===== src/hdl/tgpn_pkg.sv =====
// Shared types, codes and helpers for the touch gesture page navigator.
`default_nettype none

package tgpn_pkg;

	localparam int unsigned CoordW = 12;
	localparam int unsigned PageW  = 16;
	localparam int unsigned TickW  = 16;
	localparam int unsigned CfgIdxW  = 3;
	localparam int unsigned CfgDataW = 16;

	// event kinds
	localparam logic [1:0] OP_TICK    = 2'd0;
	localparam logic [1:0] OP_PRESS   = 2'd1;
	localparam logic [1:0] OP_RELEASE = 2'd2;

	// result actions
	localparam logic [2:0] ACT_NONE = 3'd0;
	localparam logic [2:0] ACT_NEXT = 3'd1;
	localparam logic [2:0] ACT_PREV = 3'd2;
	localparam logic [2:0] ACT_EXIT = 3'd3;
	localparam logic [2:0] ACT_SHOW = 3'd4;
	localparam logic [2:0] ACT_HIDE = 3'd5;

	// register indexes
	localparam logic [CfgIdxW-1:0] CFG_SWIPE_MIN        = 3'd0;
	localparam logic [CfgIdxW-1:0] CFG_TAP_MAX          = 3'd1;
	localparam logic [CfgIdxW-1:0] CFG_SCREEN_WIDTH     = 3'd2;
	localparam logic [CfgIdxW-1:0] CFG_PAGE_COUNT       = 3'd3;
	localparam logic [CfgIdxW-1:0] CFG_OVERLAY_TIMEOUT  = 3'd4;
	localparam logic [CfgIdxW-1:0] CFG_BACK_ZONE_WIDTH  = 3'd5;
	localparam logic [CfgIdxW-1:0] CFG_BACK_ZONE_HEIGHT = 3'd6;

	// reset values
	localparam logic [CoordW-1:0] RST_SWIPE_MIN        = 12'd50;
	localparam logic [CoordW-1:0] RST_TAP_MAX          = 12'd20;
	localparam int unsigned       RstScreenWidth       = 540;
	localparam logic [CoordW-1:0] RST_SCREEN_WIDTH     = CoordW'(RstScreenWidth);
	localparam logic [CoordW-1:0] RST_THIRD            = CoordW'(RstScreenWidth / 3);
	localparam logic [CoordW-1:0] RST_TWO_THIRDS       = CoordW'((RstScreenWidth * 2) / 3);
	localparam logic [PageW-1:0]  RST_PAGE_COUNT       = 16'd0;
	localparam logic [TickW-1:0]  RST_OVERLAY_TIMEOUT  = 16'd3000;
	localparam logic [CoordW-1:0] RST_BACK_ZONE_WIDTH  = 12'd100;
	localparam logic [CoordW-1:0] RST_BACK_ZONE_HEIGHT = 12'd50;

	typedef struct packed {
		logic [1:0]        operation;
		logic [CoordW-1:0] touch_x;
		logic [CoordW-1:0] touch_y;
	} in_word_t;

	typedef struct packed {
		logic [2:0]       action;
		logic [PageW-1:0] page_number;
		logic             redraw;
		logic             overlay_visible;
		logic             exit_requested;
	} out_word_t;

	// thresholds seen by the gesture classifier
	typedef struct packed {
		logic [CoordW-1:0] swipe_min;
		logic [CoordW-1:0] tap_max;
		logic [CoordW-1:0] third;
		logic [CoordW-1:0] two_thirds;
		logic [CoordW-1:0] back_zone_width;
		logic [CoordW-1:0] back_zone_height;
	} gest_cfg_t;

	typedef enum logic [1:0] {
		GEST_NONE = 2'd0,
		GEST_NEXT = 2'd1,
		GEST_PREV = 2'd2,
		GEST_EXIT = 2'd3
	} gest_t;

	// floor(v/3) for v < 8192: v*2731 >> 13 is exact over that range
	function automatic logic [CoordW-1:0] div3(input logic [CoordW:0] v);
		logic [25:0] p;
		p = 26'(v) * 26'd2731;
		return p[24:13];
	endfunction

endpackage

`default_nettype wire


===== src/hdl/tgpn_gesture.sv =====
// Release gesture classifier: back corner, swipe or tap in an outer third.
`default_nettype none

module tgpn_gesture (
	input  wire logic [11:0]        start_x,
	input  wire logic [11:0]        start_y,
	input  wire logic [11:0]        end_x,
	input  wire logic [11:0]        end_y,
	input  wire tgpn_pkg::gest_cfg_t cfg,
	output tgpn_pkg::gest_t          gesture
);

	logic [12:0] dx, dy, ndx, ndy;
	logic [11:0] adx, ady;

	always_comb begin
		dx  = {1'b0, end_x} - {1'b0, start_x};
		dy  = {1'b0, end_y} - {1'b0, start_y};
		ndx = -dx;
		ndy = -dy;
		adx = dx[12] ? ndx[11:0] : dx[11:0];
		ady = dy[12] ? ndy[11:0] : dy[11:0];

		gesture = tgpn_pkg::GEST_NONE;
		if (start_x < cfg.back_zone_width && start_y < cfg.back_zone_height) begin
			gesture = tgpn_pkg::GEST_EXIT;
		end else if (adx > cfg.swipe_min && adx > ady) begin
			// finger moving left turns forward
			gesture = dx[12] ? tgpn_pkg::GEST_NEXT : tgpn_pkg::GEST_PREV;
		end else if (adx < cfg.tap_max && ady < cfg.tap_max) begin
			if (start_x < cfg.third) begin
				gesture = tgpn_pkg::GEST_PREV;
			end else if (start_x > cfg.two_thirds) begin
				gesture = tgpn_pkg::GEST_NEXT;
			end
		end
	end

endmodule

`default_nettype wire


===== src/hdl/touch_gesture_page_navigator.sv =====
// Throughput: one event word per cycle while results are taken; input register,
// one compare stage, result register, with the state updated as each word leaves
// the input register, where its result is computed and then registered.
// Reset: asynchronous, active low; clears both stages, sets the registers to their
// defaults, page 0, overlay shown, tick count and exit flag cleared.
`default_nettype none

module touch_gesture_page_navigator (
	input  wire logic                              clk,
	input  wire logic                              arst_n,
	input  wire logic                              touch_valid,
	output logic                                   touch_ready,
	input  wire tgpn_pkg::in_word_t                touch,
	output logic                                   result_valid,
	input  wire logic                              result_ready,
	output tgpn_pkg::out_word_t                    result,
	input  wire logic                              cfg_write,
	input  wire logic [tgpn_pkg::CfgIdxW-1:0]      cfg_index,
	input  wire logic [tgpn_pkg::CfgDataW-1:0]     cfg_data
);

	// configuration
	logic [11:0] swipe_min_q, tap_max_q, third_q, two_thirds_q;
	logic [11:0] back_zone_width_q, back_zone_height_q;
	logic [15:0] page_count_q, overlay_timeout_q;

	// navigator state
	logic [11:0] start_x_q, start_y_q;
	logic        touch_active_q;
	logic [15:0] page_index_q;
	logic        overlay_shown_q;
	logic [15:0] overlay_ticks_q;
	logic        exit_flag_q;

	// pipeline
	logic                valid_s1;
	tgpn_pkg::in_word_t  word_s1;
	logic                result_valid_q;
	tgpn_pkg::out_word_t result_q;
	logic                advance;

	tgpn_pkg::gest_cfg_t gcfg;
	tgpn_pkg::gest_t     gesture;

	logic [11:0] start_x_d, start_y_d;
	logic        touch_active_d;
	logic [15:0] page_index_d;
	logic        overlay_shown_d;
	logic [15:0] overlay_ticks_d, ticks_inc;
	logic        exit_flag_d;
	logic [2:0]  act;
	logic        can_next;
	tgpn_pkg::out_word_t res_d;

	assign advance      = valid_s1 && (!result_valid_q || result_ready);
	assign touch_ready  = !valid_s1 || advance;
	assign result_valid = result_valid_q;
	assign result       = result_q;

	assign gcfg.swipe_min        = swipe_min_q;
	assign gcfg.tap_max          = tap_max_q;
	assign gcfg.third            = third_q;
	assign gcfg.two_thirds       = two_thirds_q;
	assign gcfg.back_zone_width  = back_zone_width_q;
	assign gcfg.back_zone_height = back_zone_height_q;

	tgpn_gesture u_gesture (
		.start_x (start_x_q),
		.start_y (start_y_q),
		.end_x   (word_s1.touch_x),
		.end_y   (word_s1.touch_y),
		.cfg     (gcfg),
		.gesture (gesture)
	);

	always_comb begin
		start_x_d       = start_x_q;
		start_y_d       = start_y_q;
		touch_active_d  = touch_active_q;
		page_index_d    = page_index_q;
		overlay_shown_d = overlay_shown_q;
		overlay_ticks_d = overlay_ticks_q;
		exit_flag_d     = exit_flag_q;
		act             = tgpn_pkg::ACT_NONE;
		ticks_inc       = (overlay_ticks_q != '1) ? overlay_ticks_q + 16'd1 : overlay_ticks_q;
		can_next        = ({1'b0, page_index_q} + 17'd1) < {1'b0, page_count_q};

		unique case (word_s1.operation)
			tgpn_pkg::OP_TICK: begin
				if (overlay_shown_q) begin
					overlay_ticks_d = ticks_inc;
					if (ticks_inc > overlay_timeout_q) begin
						overlay_shown_d = 1'b0;
						act             = tgpn_pkg::ACT_HIDE;
					end
				end
			end
			tgpn_pkg::OP_PRESS: begin
				start_x_d      = word_s1.touch_x;
				start_y_d      = word_s1.touch_y;
				touch_active_d = 1'b1;
				if (!overlay_shown_q) begin
					overlay_shown_d = 1'b1;
					overlay_ticks_d = '0;
					act             = tgpn_pkg::ACT_SHOW;
				end
			end
			tgpn_pkg::OP_RELEASE: begin
				if (touch_active_q) begin
					touch_active_d = 1'b0;
					unique case (gesture)
						tgpn_pkg::GEST_EXIT: begin
							exit_flag_d = 1'b1;
							act         = tgpn_pkg::ACT_EXIT;
						end
						tgpn_pkg::GEST_NEXT: begin
							if (can_next) begin
								page_index_d = page_index_q + 16'd1;
								act          = tgpn_pkg::ACT_NEXT;
							end
						end
						tgpn_pkg::GEST_PREV: begin
							if (page_index_q != '0) begin
								page_index_d = page_index_q - 16'd1;
								act          = tgpn_pkg::ACT_PREV;
							end
						end
						default: begin
						end
					endcase
				end
			end
			default: begin
			end
		endcase

		res_d.action          = act;
		res_d.page_number     = page_index_d;
		res_d.redraw          = (act != tgpn_pkg::ACT_NONE) && (act != tgpn_pkg::ACT_EXIT);
		res_d.overlay_visible = overlay_shown_d;
		res_d.exit_requested  = exit_flag_d;
	end

	always_ff @(posedge clk or negedge arst_n) begin
		if (!arst_n) begin
			swipe_min_q        <= tgpn_pkg::RST_SWIPE_MIN;
			tap_max_q          <= tgpn_pkg::RST_TAP_MAX;
			third_q            <= tgpn_pkg::RST_THIRD;
			two_thirds_q       <= tgpn_pkg::RST_TWO_THIRDS;
			page_count_q       <= tgpn_pkg::RST_PAGE_COUNT;
			overlay_timeout_q  <= tgpn_pkg::RST_OVERLAY_TIMEOUT;
			back_zone_width_q  <= tgpn_pkg::RST_BACK_ZONE_WIDTH;
			back_zone_height_q <= tgpn_pkg::RST_BACK_ZONE_HEIGHT;
		end else if (cfg_write) begin
			unique case (cfg_index)
				tgpn_pkg::CFG_SWIPE_MIN:        swipe_min_q        <= cfg_data[11:0];
				tgpn_pkg::CFG_TAP_MAX:          tap_max_q          <= cfg_data[11:0];
				tgpn_pkg::CFG_SCREEN_WIDTH: begin
					// thirds kept ready so the release path only compares
					third_q      <= tgpn_pkg::div3({1'b0, cfg_data[11:0]});
					two_thirds_q <= tgpn_pkg::div3({cfg_data[11:0], 1'b0});
				end
				tgpn_pkg::CFG_PAGE_COUNT:       page_count_q       <= cfg_data;
				tgpn_pkg::CFG_OVERLAY_TIMEOUT:  overlay_timeout_q  <= cfg_data;
				tgpn_pkg::CFG_BACK_ZONE_WIDTH:  back_zone_width_q  <= cfg_data[11:0];
				tgpn_pkg::CFG_BACK_ZONE_HEIGHT: back_zone_height_q <= cfg_data[11:0];
				default: begin
				end
			endcase
		end
	end

	always_ff @(posedge clk or negedge arst_n) begin
		if (!arst_n) begin
			start_x_q       <= '0;
			start_y_q       <= '0;
			touch_active_q  <= 1'b0;
			page_index_q    <= '0;
			overlay_shown_q <= 1'b1;
			overlay_ticks_q <= '0;
			exit_flag_q     <= 1'b0;
		end else begin
			if (advance) begin
				start_x_q       <= start_x_d;
				start_y_q       <= start_y_d;
				touch_active_q  <= touch_active_d;
				overlay_shown_q <= overlay_shown_d;
				overlay_ticks_q <= overlay_ticks_d;
				exit_flag_q     <= exit_flag_d;
			end
			// a page count write clamps the index
			if (cfg_write && cfg_index == tgpn_pkg::CFG_PAGE_COUNT) begin
				if (cfg_data == '0) begin
					page_index_q <= '0;
				end else if (page_index_q >= cfg_data) begin
					page_index_q <= cfg_data - 16'd1;
				end
			end else if (advance) begin
				page_index_q <= page_index_d;
			end
		end
	end

	always_ff @(posedge clk or negedge arst_n) begin
		if (!arst_n) begin
			valid_s1       <= 1'b0;
			result_valid_q <= 1'b0;
		end else begin
			if (touch_ready) begin
				valid_s1 <= touch_valid;
			end
			if (advance) begin
				result_valid_q <= 1'b1;
			end else if (result_ready) begin
				result_valid_q <= 1'b0;
			end
		end
	end

	always_ff @(posedge clk) begin
		if (touch_ready && touch_valid) begin
			word_s1 <= touch;
		end
		if (advance) begin
			result_q <= res_d;
		end
	end

`ifndef SYNTHESIS
	a_page_zero_when_empty: assert property (@(posedge clk) disable iff (!arst_n)
		page_count_q == '0 |-> page_index_q == '0)
		else $error("page index not zero with no pages");

	a_page_in_range: assert property (@(posedge clk) disable iff (!arst_n)
		page_count_q != '0 |-> page_index_q < page_count_q)
		else $error("page index beyond page count");

	a_exit_sticky: assert property (@(posedge clk) disable iff (!arst_n)
		exit_flag_q |=> exit_flag_q)
		else $error("exit flag cleared");

	a_hide_word_hidden: assert property (@(posedge clk) disable iff (!arst_n)
		result_valid_q && result_q.action == tgpn_pkg::ACT_HIDE
		|-> !result_q.overlay_visible && result_q.redraw)
		else $error("hide word reports overlay visible");
`endif

endmodule

`default_nettype wire

===== config.mk =====
export PLATFORM = sky130hd
export DESIGN_NAME = touch_gesture_page_navigator
export DESIGN_NICKNAME = d
export VERILOG_FILES = /design/src/hdl/tgpn_pkg.sv /design/src/hdl/tgpn_gesture.sv /design/src/hdl/touch_gesture_page_navigator.sv
export SDC_FILE = /design/constraint.sdc
export NUM_CORES = 1
export LEC_CHECK = 0
export BUFFER_PORTS_ARGS = -buffer_cell sky130_fd_sc_hd__buf_4
export CAP_MARGIN = 10
export CORE_MARGIN = 2
export CORE_UTILIZATION = 58
export CTS_BUF_LIST = sky130_fd_sc_hd__clkbuf_8 sky130_fd_sc_hd__clkbuf_16
export CTS_CLUSTER_DIAMETER = 30
export DETAILED_ROUTE_END_ITERATION = 10
export MAX_ROUTING_LAYER = met4
export PLACE_DENSITY = 0.87
export SLEW_MARGIN = 10
export SYNTH_ARGS = -nofsm -noshare
export SYNTH_HDL_FRONTEND = slang
export SYNTH_SLANG_ARGS = --single-unit

===== constraint.sdc =====
create_clock -name clk -period 8.5 [get_ports clk]
set_input_delay 1.275 -clock clk [delete_from_list [all_inputs] [get_ports clk]]
set_output_delay 1.275 -clock clk [all_outputs]
set_load 0.02 [all_outputs]

* Yosys cells after proc, flatten, opt, wreduce, memory -nomap -nowiden
Cells that the tools add are included.
** Operators by class
- $lt $le $gt $ge :: 11
- Reduce and logical (&&, ||, !) cells :: 31
- Add/subtract/negate cells :: 9
- Multipliers :: 2
- Multiplexer cells :: 38
- Equality and inequality tests :: 16
** Operator list (count)
- 2-to-1 mux 16 bit :: 11
- case mux 16 bit (2 select lines) :: 2
- less-than comparator 12 bit :: 4
- multiplier 12 x 12 -> 24 bit (second input constant) :: 2
- > comparator 12 bit :: 3
- adder 16 x 1 -> 16 bit (second input constant) :: 2
- subtractor 16 x 1 -> 16 bit (second input constant) :: 2
- subtractor 12 x 12 -> 13 bit :: 2
- 2-to-1 mux 12 bit :: 2
- negation 12 bit :: 2
- AND reduction 2 bit :: 10
- adder 16 x 1 -> 17 bit (second input constant) :: 1
- less-than comparator 17 x 16 -> 1 bit :: 1
- >= comparator 16 bit :: 1
- > comparator 16 bit :: 1
- logical NOT 16 bit :: 1
- inequality test 16 bit (second input constant) :: 1
- nonzero test 16 bit :: 1
- 2-to-1 mux 2 bit :: 7
- less-than comparator 12 x 11 -> 1 bit :: 1
- == test 3 bit (second input constant) :: 3
- 2-to-1 mux 1 bit :: 9
- 2-to-1 mux 3 bit :: 3
- case mux 3 bit (3 select lines) :: 1
- 17 further kinds :: 34
** Storage, ports and cells
- Output and inout port bits :: 24
- Word-level logic and storage cells :: 132
- Input port bits :: 50
- Register bits after elaboration :: 212

* Longest topological paths before layout
Gate-level depths: netlist (run 1).
- Word-level depth :: 14
- Mapped depth :: 34

* Hierarchy
Synthesis (run 1) repeated with hierarchy kept, for this count alone.
** Second synthesis, totals
- Cell total of the unflattened synthesis :: 1810
- Area total of the unflattened synthesis :: 17077.6 um2
** Modules (own cells, without submodules)
- touch_gesture_page_navigator :: area each 13141.4 um2, times used 1, cells an instance 1269, seq. area each 5298.8 um2
- tgpn_gesture :: area each 3936.3 um2, times used 1, cells an instance 541, seq. area each 0.0 um2

* Least setup slack after synthesis (run 1)
No wires, ideal clock.
- Kind :: register -> register
- From :: register word_s1[12] (netlist name)
- To :: register page_index_q[7]
- Stages on the path, launching flop included :: 30
- Required time :: 8.380 ns
- Setup time :: 0.120 ns
- Clock period less this slack :: 6.495 ns
- Arrival time :: 6.375 ns
- Slack :: 2.005 ns
- Cell sequence :: edfxtp_1 > inv_1 > ha_1 > inv_1 > fa_1 > a21o_1 > a211o_1 > a21oi_1 > o21bai_1 > or4_1 > o21ai_0 > xnor2_1 > ha_1 > nand2_1 > nor3b_1 > a311oi_1 > a21boi_0 > o2111ai_1 > o2111ai_1 > o22ai_1 > maj3_2 > a221oi_4 > mux2_4 > ha_1 > and3_1 > nand2_1 > clkbuf_1 > o22ai_1 > or2_2 > a31o_2
** Between the ends
- Cells in the longest elaborated chain, start to end :: 14
** Ends and longest elaborated chain
- from (decl) :: RTL line touch_gesture_page_navigator.sv:37 : tgpn_pkg::in_word_t word_s1;
- from (signal assigned) :: RTL line touch_gesture_page_navigator.sv:222 : word_s1 <= touch;
- subtractor 12 x 12 -> 13 bit (*) :: RTL line tgpn_gesture.sv:17 : dx = {1'b0, end_x} - {1'b0, start_x};
- negation 12 bit :: RTL line tgpn_gesture.sv:19 : ndx = -dx;
- 2-to-1 mux 12 bit :: RTL line tgpn_gesture.sv:21 : adx = dx[12] ? ndx[11:0] : dx[11:0];
- less-than comparator 12 bit :: RTL line tgpn_gesture.sv:30 : end else if (adx < cfg.tap_max && ady < cfg.tap_max) begin
- logical AND 1 bit :: RTL line tgpn_gesture.sv:30
- 2-to-1 mux 2 bit :: RTL line tgpn_gesture.sv:30
- 2-to-1 mux 2 bit (*) :: RTL line tgpn_gesture.sv:27 : end else if (adx > cfg.swipe_min && adx > ady) begin
- 2-to-1 mux 2 bit (*) :: RTL line tgpn_gesture.sv:25 : if (start_x < cfg.back_zone_width && start_y < cfg.back_zone_height) begin
- == test 2 bit or == test 2 x 1 -> 1 bit (tied branches) :: RTL line touch_gesture_page_navigator.sv:111 : unique case (gesture)
- case mux 16 bit (2 select lines) (*) :: RTL line touch_gesture_page_navigator.sv:111
- 2-to-1 mux 16 bit (*) :: RTL line touch_gesture_page_navigator.sv:109 : if (touch_active_q) begin
- 2-to-1 mux 16 bit (*) :: RTL line touch_gesture_page_navigator.sv:88 : unique case (word_s1.operation)
- named net page_index_d[7] :: RTL line touch_gesture_page_navigator.sv:47 : logic [15:0] page_index_d;
- 2-to-1 mux 16 bit (*) :: RTL line touch_gesture_page_navigator.sv:198 : end else if (advance) begin
- 2-to-1 mux 16 bit (*) :: RTL line touch_gesture_page_navigator.sv:192 : if (cfg_write && cfg_index == tgpn_pkg::CFG_PAGE_COUNT) begin
- to (signal assigned) :: RTL line touch_gesture_page_navigator.sv:196 : page_index_q <= cfg_data - 16'd1;
- to (signal assigned) :: RTL line touch_gesture_page_navigator.sv:199 : page_index_q <= page_index_d;
- to (decl) :: RTL line touch_gesture_page_navigator.sv:30 : logic [15:0] page_index_q;
The timed path passes the listed nets; every way through them passes the cells marked *. The select of a mux whose other input is x is not followed.
A chain may end at the register's enable or synchronous reset.

* Worst setup path after layout (run 1)
- From :: register start_x_q[3]
- To :: register page_index_q[4]
** Between the ends
- Cells in the longest elaborated chain, start to end :: 14
** Ends and longest elaborated chain
- from (decl) :: RTL line touch_gesture_page_navigator.sv:28 : logic [11:0] start_x_q, start_y_q;
- from (signal assigned) :: RTL line touch_gesture_page_navigator.sv:184 : start_x_q <= start_x_d;
- subtractor 12 x 12 -> 13 bit :: RTL line tgpn_gesture.sv:17
- negation 12 bit :: RTL line tgpn_gesture.sv:19
- 2-to-1 mux 12 bit :: RTL line tgpn_gesture.sv:21
- less-than comparator 12 bit :: RTL line tgpn_gesture.sv:30
- logical AND 1 bit :: RTL line tgpn_gesture.sv:30
- 2-to-1 mux 2 bit :: RTL line tgpn_gesture.sv:30
- 2-to-1 mux 2 bit :: RTL line tgpn_gesture.sv:27
- 2-to-1 mux 2 bit (*) :: RTL line tgpn_gesture.sv:25
- == test 2 bit or == test 2 x 1 -> 1 bit (tied branches) :: RTL line touch_gesture_page_navigator.sv:111
- case mux 16 bit (2 select lines) (*) :: RTL line touch_gesture_page_navigator.sv:111
- 2-to-1 mux 16 bit (*) :: RTL line touch_gesture_page_navigator.sv:109
- 2-to-1 mux 16 bit (*) :: RTL line touch_gesture_page_navigator.sv:88
- 2-to-1 mux 16 bit (*) :: RTL line touch_gesture_page_navigator.sv:198
- 2-to-1 mux 16 bit (*) :: RTL line touch_gesture_page_navigator.sv:192
Every way passes the cells marked *; elsewhere a longest branch is shown, timed or not. The select of a mux whose other input is x is not followed.

==> summary.txt, run 1 <==
Drt wl/cell: 20.3 um
Initial antenna violation count: 0
Yosys cell types: 80
Hold Fails Final Rpt: 0
Clk root buf: clkbuf_16
R2r startpoint: start_x_q[3]
Top-count cell post-synth: ha_1
Area leader, netlist: ha_1
Sequential area share after synthesis: 0.311
Die area: 30700 um2
Vias in the first global route: 14439
Achievable Freq: 127 MHz
CTS Buf Count: 54
Pleak: 9.47 nW
Slew headroom: 0.186
Worst-margin pin slew: 1.21 ns
Final core occ: 0.686
Diodes inserted: 0
Post-Syn Area: 17000 um2
Io pins: 74
DR vias: 14266
Starting density of the core: 0.591
Chip width: 175 um
Post-DP HPWL: 33700 um
Largest stage delay, worst path: 0.58 ns
Asr flop ratio synth: 0.761
Pre-CTS setup slack: 0.968 ns
Area delta synth->final: 16.0%
Crit. Startpoint: start_x_q[3]
Drt first pass iters: 6
Flops & latches, synth: 201
Mapped Cells: 1847
First-pass GRT wire length: 75800 um
CP Class: reg -> reg
Die height: 175 um
Max-cap violations: 0
Pwr Total: 7.16 mW
Port Buf Inserts: 73
Post-CTS Resized: 0
R2R cell count: 28
Final setup violating endpoints: 0
Mapped Nets: 2203
Synth area leaders: ha_1 (19%), dfrtp_1 (19%), edfxtp_1 (8.5%), inv_1 (5.4%), fa_1 (4.9%)
Pwr/cell area: 363 nW/um2
WL final: 47700 um
Yosys Warn Count: 0
CTS Hold Bufs: 0
Hold slack: 0.476 ns
Post-synth EDFFs: 48
Avg Inst Size Synth: 9.21 um2
CTS tree: built
Worst-case vdd ir drop: 0.236 mV
Crit-path max FO: 13
Critical Path Sink: page_index_q[4]
Crit share post-route: 0.925
Clock Sinks: 201
Final clock skew: 0.0273 ns
Storage element area: 5300 um2
Setup TNS: 0 ns
Drt drc: 0
Clock Pin Slew Worst Setup and Hold Paths: 0.05 ns
Final nets: 2282
CP required: 9.00 ns
H-tree depth: 2
CP max stage cell: ha_1
Reg2reg setup slack: 0.64 ns
Initial DRC Count: 1081
Row count: 62
Placeable Area: 28800 um2
HP Class: reg -> reg
Proportion of layout cells with a drive suffix above 1: 0.132
Worst R2R End: page_index_q[4]
Top-area cell type share of the netlist area: 0.194
RSZ-0062 raised after global routing: false
Crit start category: flip-flop
Worst setup margin: 0.641 ns
Global-route usage over all layers: 0.322
Critical path endpoint category: flip-flop
Synth top cells by count: ha_1 (264), inv_1 (247), nand2_1 (181), o21ai_0 (145), dfrtp_1 (130)
Post-CTS setup buffer count: 0
Dominant synthesized flop cell: dfrtp_1
Layout fillers: 2045
Final Max Slew Viols: 0
GR Overflow Total: 0
Final min period: 7.86 ns
Vias/cell: 6.06
CTS max path bufs: 3
ANT nets after route: 0
Clk_lat worst skew: 0.59 ns
Status: completed
GP Congestion: 0.961
Largest net degree at the start of global routing: 92
Area of the multi-input gates: 10600 um2
Crit path DAT: 8.36 ns
Hold Crit Start: two_thirds_q[5]
## state kept, by name (all words and copies together), names as in the netlist, 12 cells and up
signal              count
start_y_q              12
back_zone_height_q     12
overlay_timeout_q      16
start_x_q              12
two_thirds_q           12
word_s1                26
result                 22
swipe_min_q            12
tap_max_q              12
page_count_q           16
back_zone_width_q      12
overlay_ticks_q        16
page_index_q           16
## per-stage QoR
stage                     cell area [um2]  cells
after CTS                           19700   2356
after global placement              17900   2254
after detailed placement            17900   2254
after global routing                19700   2356
final                               19700   2356
after floorplan                     17000   1847
## critical path, delay by kind of cell (launching register included)
| family | cells | cell delay [ns] |
|---|---|---|
| buffers and inverters | 2 | 0.38 |
| multiplexers | 1 | 0.33 |
| AND/OR/NAND/NOR | 8 | 2.13 |
| AO/OA/AOI/OAI | 12 | 2.54 |
| flip-flops | 1 | 0.41 |
| adder cells (fa/ha/maj) | 4 | 1.80 |
| XOR/XNOR | 1 | 0.16 |
## cells in the final DEF (no fill, tap or decap), drive strengths merged, types with 19 or more instances in the layout
master | Yosys | routed
xor2 | 23 | 23
o21a | 23 | 23
dfstp | 23 | 23
nor2 | 81 | 81
edfxtp | 48 | 48
ha | 264 | 264
fa | 42 | 42
mux2 | 33 | 33
nand3 | 37 | 37
clkbuf | 46 | 57
and3 | 19 | 19
nor3 | 23 | 23
xnor2 | 71 | 71
dfrtp | 130 | 130
nand2 | 181 | 181
a21o | 58 | 58
a21oi | 82 | 82
o21ai | 148 | 148
inv | 247 | 269
buf | 14 | 83
## cell families (layout without fill, tap and decap cells)
| family | count (synthesis) | in the layout | synth area share |
|---|---|---|---|
| fa+ha+maj | 307 | 307 | 0.244 |
| buf+inv | 308 | 433 | 0.0694 |
| simple gates | 452 | 452 | 0.126 |
| flops | 201 | 201 | 0.311 |
| xor+xnor | 95 | 95 | 0.0506 |
| compound gates | 444 | 444 | 0.172 |
| mux | 40 | 40 | 0.0264 |
## report_power, final
part	total [mW]	internal, mW	switching (mW)
logic	3.66	1.54	2.12
registers	1.47	1.25	0.217
clock network	2.03	1.33	0.698
total	7.16	4.12	3.04
## worst min path at each step
| stage | end | depth (start not counted) |
|---|---|---|
| 2_1_floorplan | page_count_q[0] | 2 |
| 3_3_place_gp | result_valid | 1 |
| 3_5_place_dp | two_thirds_q[5] | 2 |
| 4_1_cts | two_thirds_q[5] | 2 |
| 5_1_grt | back_zone_height_q[10] | 2 |
| 6_report | two_thirds_q[5] | 2 |
## metal layers
layer	vias up	GRT usage	wire length (um)
met5	-	-	0
met4	0	0.145	2350
met3	164	0.0515	3140
met2	601	0.533	22800
met1	6878	0.389	19500
li1	6623	-	-
## layout make-up
cell class,count,share of cell area
multi-input cells,1338,0.535
flip-flops and latches,201,0.268
clock buffers,57,0.0706
inverters,248,0.0472
repair buffers,83,0.0318
well taps,384,0.0243
clock inverters,45,0.0229
(Power assumes the default switching activity.)
==> run 2: changes to the inputs <==
--- a/config.mk
+++ b/config.mk
@@ -5,6 +5,7 @@
 export SDC_FILE = /design/constraint.sdc
 export NUM_CORES = 1
 export LEC_CHECK = 0
+export ABC_AREA = 1
 export BUFFER_PORTS_ARGS = -buffer_cell sky130_fd_sc_hd__buf_4
 export CAP_MARGIN = 10
 export CORE_MARGIN = 2
==> run 2 against run 1 <==
Effect of this change:
- worst setup slack improved by 2.0 ns
- final area rose by 1.5%
- first-iteration DRC count rose by 26%
- combinational power rose by 25%
- critical path depth rose by 4
- power rose by 11%
- register-to-register slack improved by 2.0 ns
- via count rose by 12%
- routed wire length rose by 0.54%
==> summary.txt, run 2 <==
Status: completed
Worst setup margin: 2.67 ns
Initial DRC Count: 1362
Sequential area share after synthesis: 0.302
CP max stage cell: ha_1
Clock network fraction of design power: 0.226
Pre-CTS setup slack: 2.70 ns
Pwr/cell area: 395 nW/um2
Switching pwr: 3.79 mW
Global-route usage over all layers: 0.316
GP Congestion: 0.948
Die height: 178 um
Mapped Cells: 2237
Crit path DAT: 6.13 ns
Achievable Freq: 172 MHz
Yosys cell types: 56
Vias/cell: 5.82
Post-synth EDFFs: 48
Largest net degree at the start of global routing: 88
Crit. Startpoint: word_s1[12]
Layout fillers: 2246
Final clock skew: 0.0164 ns
Area leader, netlist: ha_1
Crit share post-route: 0.686
Area delta synth->final: 14.2%
Worst R2R End: result[2]
Reg2reg setup slack: 2.67 ns
Slew headroom: 0.238
Top-area cell type share of the netlist area: 0.188
Proportion of layout cells with a drive suffix above 1: 0.103
Clock Sinks: 201
Final nets: 2676
Die area: 31700 um2
GR Overflow Total: 0
Storage element area: 5300 um2
Flops & latches, synth: 201
Final Max Slew Viols: 0
Port Buf Inserts: 73
Max reg flops: 26
Top-count cell post-synth: nand2_1
Post-CTS setup buffer count: 0
Asr flop ratio synth: 0.761
Max-cap violations: 0
Post-CTS Resized: 0
CTS Hold Bufs: 0
CTS Buf Count: 47
Worst-margin pin slew: 1.14 ns
Diodes inserted: 0
First-pass GRT wire length: 77400 um
Pwr Total: 7.91 mW
Largest stage delay, worst path: 0.76 ns
HP Class: reg -> reg
Final setup violating endpoints: 0
H-tree depth: 2
Critical Path Sink: result[2]
Critical path endpoint category: flip-flop
Clock Pin Slew Worst Setup and Hold Paths: 0.05 ns
CTS tree: built
Pleak: 10.3 nW
Commonest cells after routing, fill and taps aside: nand2_1 (424), inv_1 (415), ha_1 (264)
Drt wl/cell: 17.5 um
Crit-path max FO: 17
R2R cell count: 32
ANT nets after route: 0
Dominant synthesized flop cell: dfrtp_1
Avg Inst Size Synth: 7.84 um2
Flop pwr share: 0.195
CP Class: reg -> reg
Drt first pass iters: 6
Crit start category: flip-flop
Worst-case vdd ir drop: 0.234 mV
Placeable Area: 29700 um2
Starting density of the core: 0.590
Yosys Warn Count: 0
Switching Share: 0.479
DR vias: 15988
Commonest non-fill, non-tap cell in the layout: nand2_1
Clk root buf: clkbuf_16
Mapped Nets: 2593
Area of the multi-input gates: 10500 um2
Chip width: 178 um
Internal power: 4.12 mW
Post-Syn Area: 17500 um2
R2r startpoint: word_s1[12]
Comb pwr share: 0.579
RSZ-0062 raised after global routing: false
Post-DP HPWL: 34900 um
Io pins: 74
Final min period: 5.83 ns
Initial antenna violation count: 0
Drt drc: 0
Clk_lat worst skew: 0.56 ns
Vias in the first global route: 16042
Synth area leaders: ha_1 (19%), dfrtp_1 (19%), nand2_1 (9.1%), inv_1 (8.7%), edfxtp_1 (8.2%)
Most frequent CP cell: nand2_1
Top reg by flops: word_s1
CP required: 8.80 ns
WL final: 48000 um
CTS max path bufs: 3
Row count: 63
Hold Fails Final Rpt: 0
Synth top cells by count: nand2_1 (424), inv_1 (408), ha_1 (264), o21ai_0 (157), a21oi_1 (150)
Setup TNS: 0 ns
run 2: per-stage QoR:
stage	util	hold WS, ns	area [um2]	std cells
after floorplan	-	0.453	17500	2237
after global placement	0.621	0.467	18400	2661
after detailed placement	0.621	0.473	18400	2661
after CTS	0.674	0.487	20000	2749
after global routing	0.674	0.504	20000	2749
final	0.674	0.486	20000	2749
run 2: area by class of cell:
class	instances	area share
well taps	390	0.0244
multi-input cells	1573	0.524
repair buffers	79	0.0298
flip-flops and latches	201	0.265
clock buffers	50	0.0608
clock inverters	38	0.0184
inverters	418	0.0783
run 2: logic make-up after synthesis:
logic type,Yosys count,share of synthesized area
AND/OR/NAND/NOR,805,0.203
XOR/XNOR,62,0.0309
AO/OA/AOI/OAI,400,0.128
adder cells (fa/ha/maj),306,0.236
buffers and inverters,463,0.100
flip-flops,201,0.302
run 2: worst min-delay path by stage:
stage                     startpoint                     to  slack, ns  depth (start not counted)
3_5_place_dp    overlay_timeout_q[2]   overlay_timeout_q[2]       0.47                          2
2_1_floorplan  back_zone_height_q[0]  back_zone_height_q[0]       0.45                          2
4_1_cts             page_count_q[11]       page_count_q[11]       0.49                          2
3_3_place_gp            tap_max_q[5]           tap_max_q[5]       0.47                          2
5_1_grt               swipe_min_q[3]         swipe_min_q[3]       0.50                          2
6_report       back_zone_width_q[11]  back_zone_width_q[11]       0.49                          2
run 2: per-layer routing:
| metal | up-vias | track usage | wire [um] |
|---|---|---|---|
| met1 | 7548 | 0.389 | 19400 |
| met2 | 725 | 0.517 | 22800 |
| li1 | 7537 | - | - |
| met5 | - | - | 0 |
| met3 | 178 | 0.0480 | 3660 |
| met4 | 0 | 0.135 | 2170 |
run 2: power groups by stage:
stage	registers (mW)	clock network (mW)	logic (mW)
after floorplan	1.48	0	3.32
after global placement	1.52	0	4.19
after detailed placement	1.53	0	4.40
after CTS	1.53	1.80	4.50
after global routing	1.56	1.84	5.15
final	1.54	1.79	4.58
run 2: critical path: cells and delay by family, from the launching register on:
family                   cells  cell delay (ns)
AO/OA/AOI/OAI                4             0.81
XOR/XNOR                     1             0.33
adder cells (fa/ha/maj)      4             1.66
buffers and inverters        5             0.50
flip-flops                   1             0.35
AND/OR/NAND/NOR             18             1.90
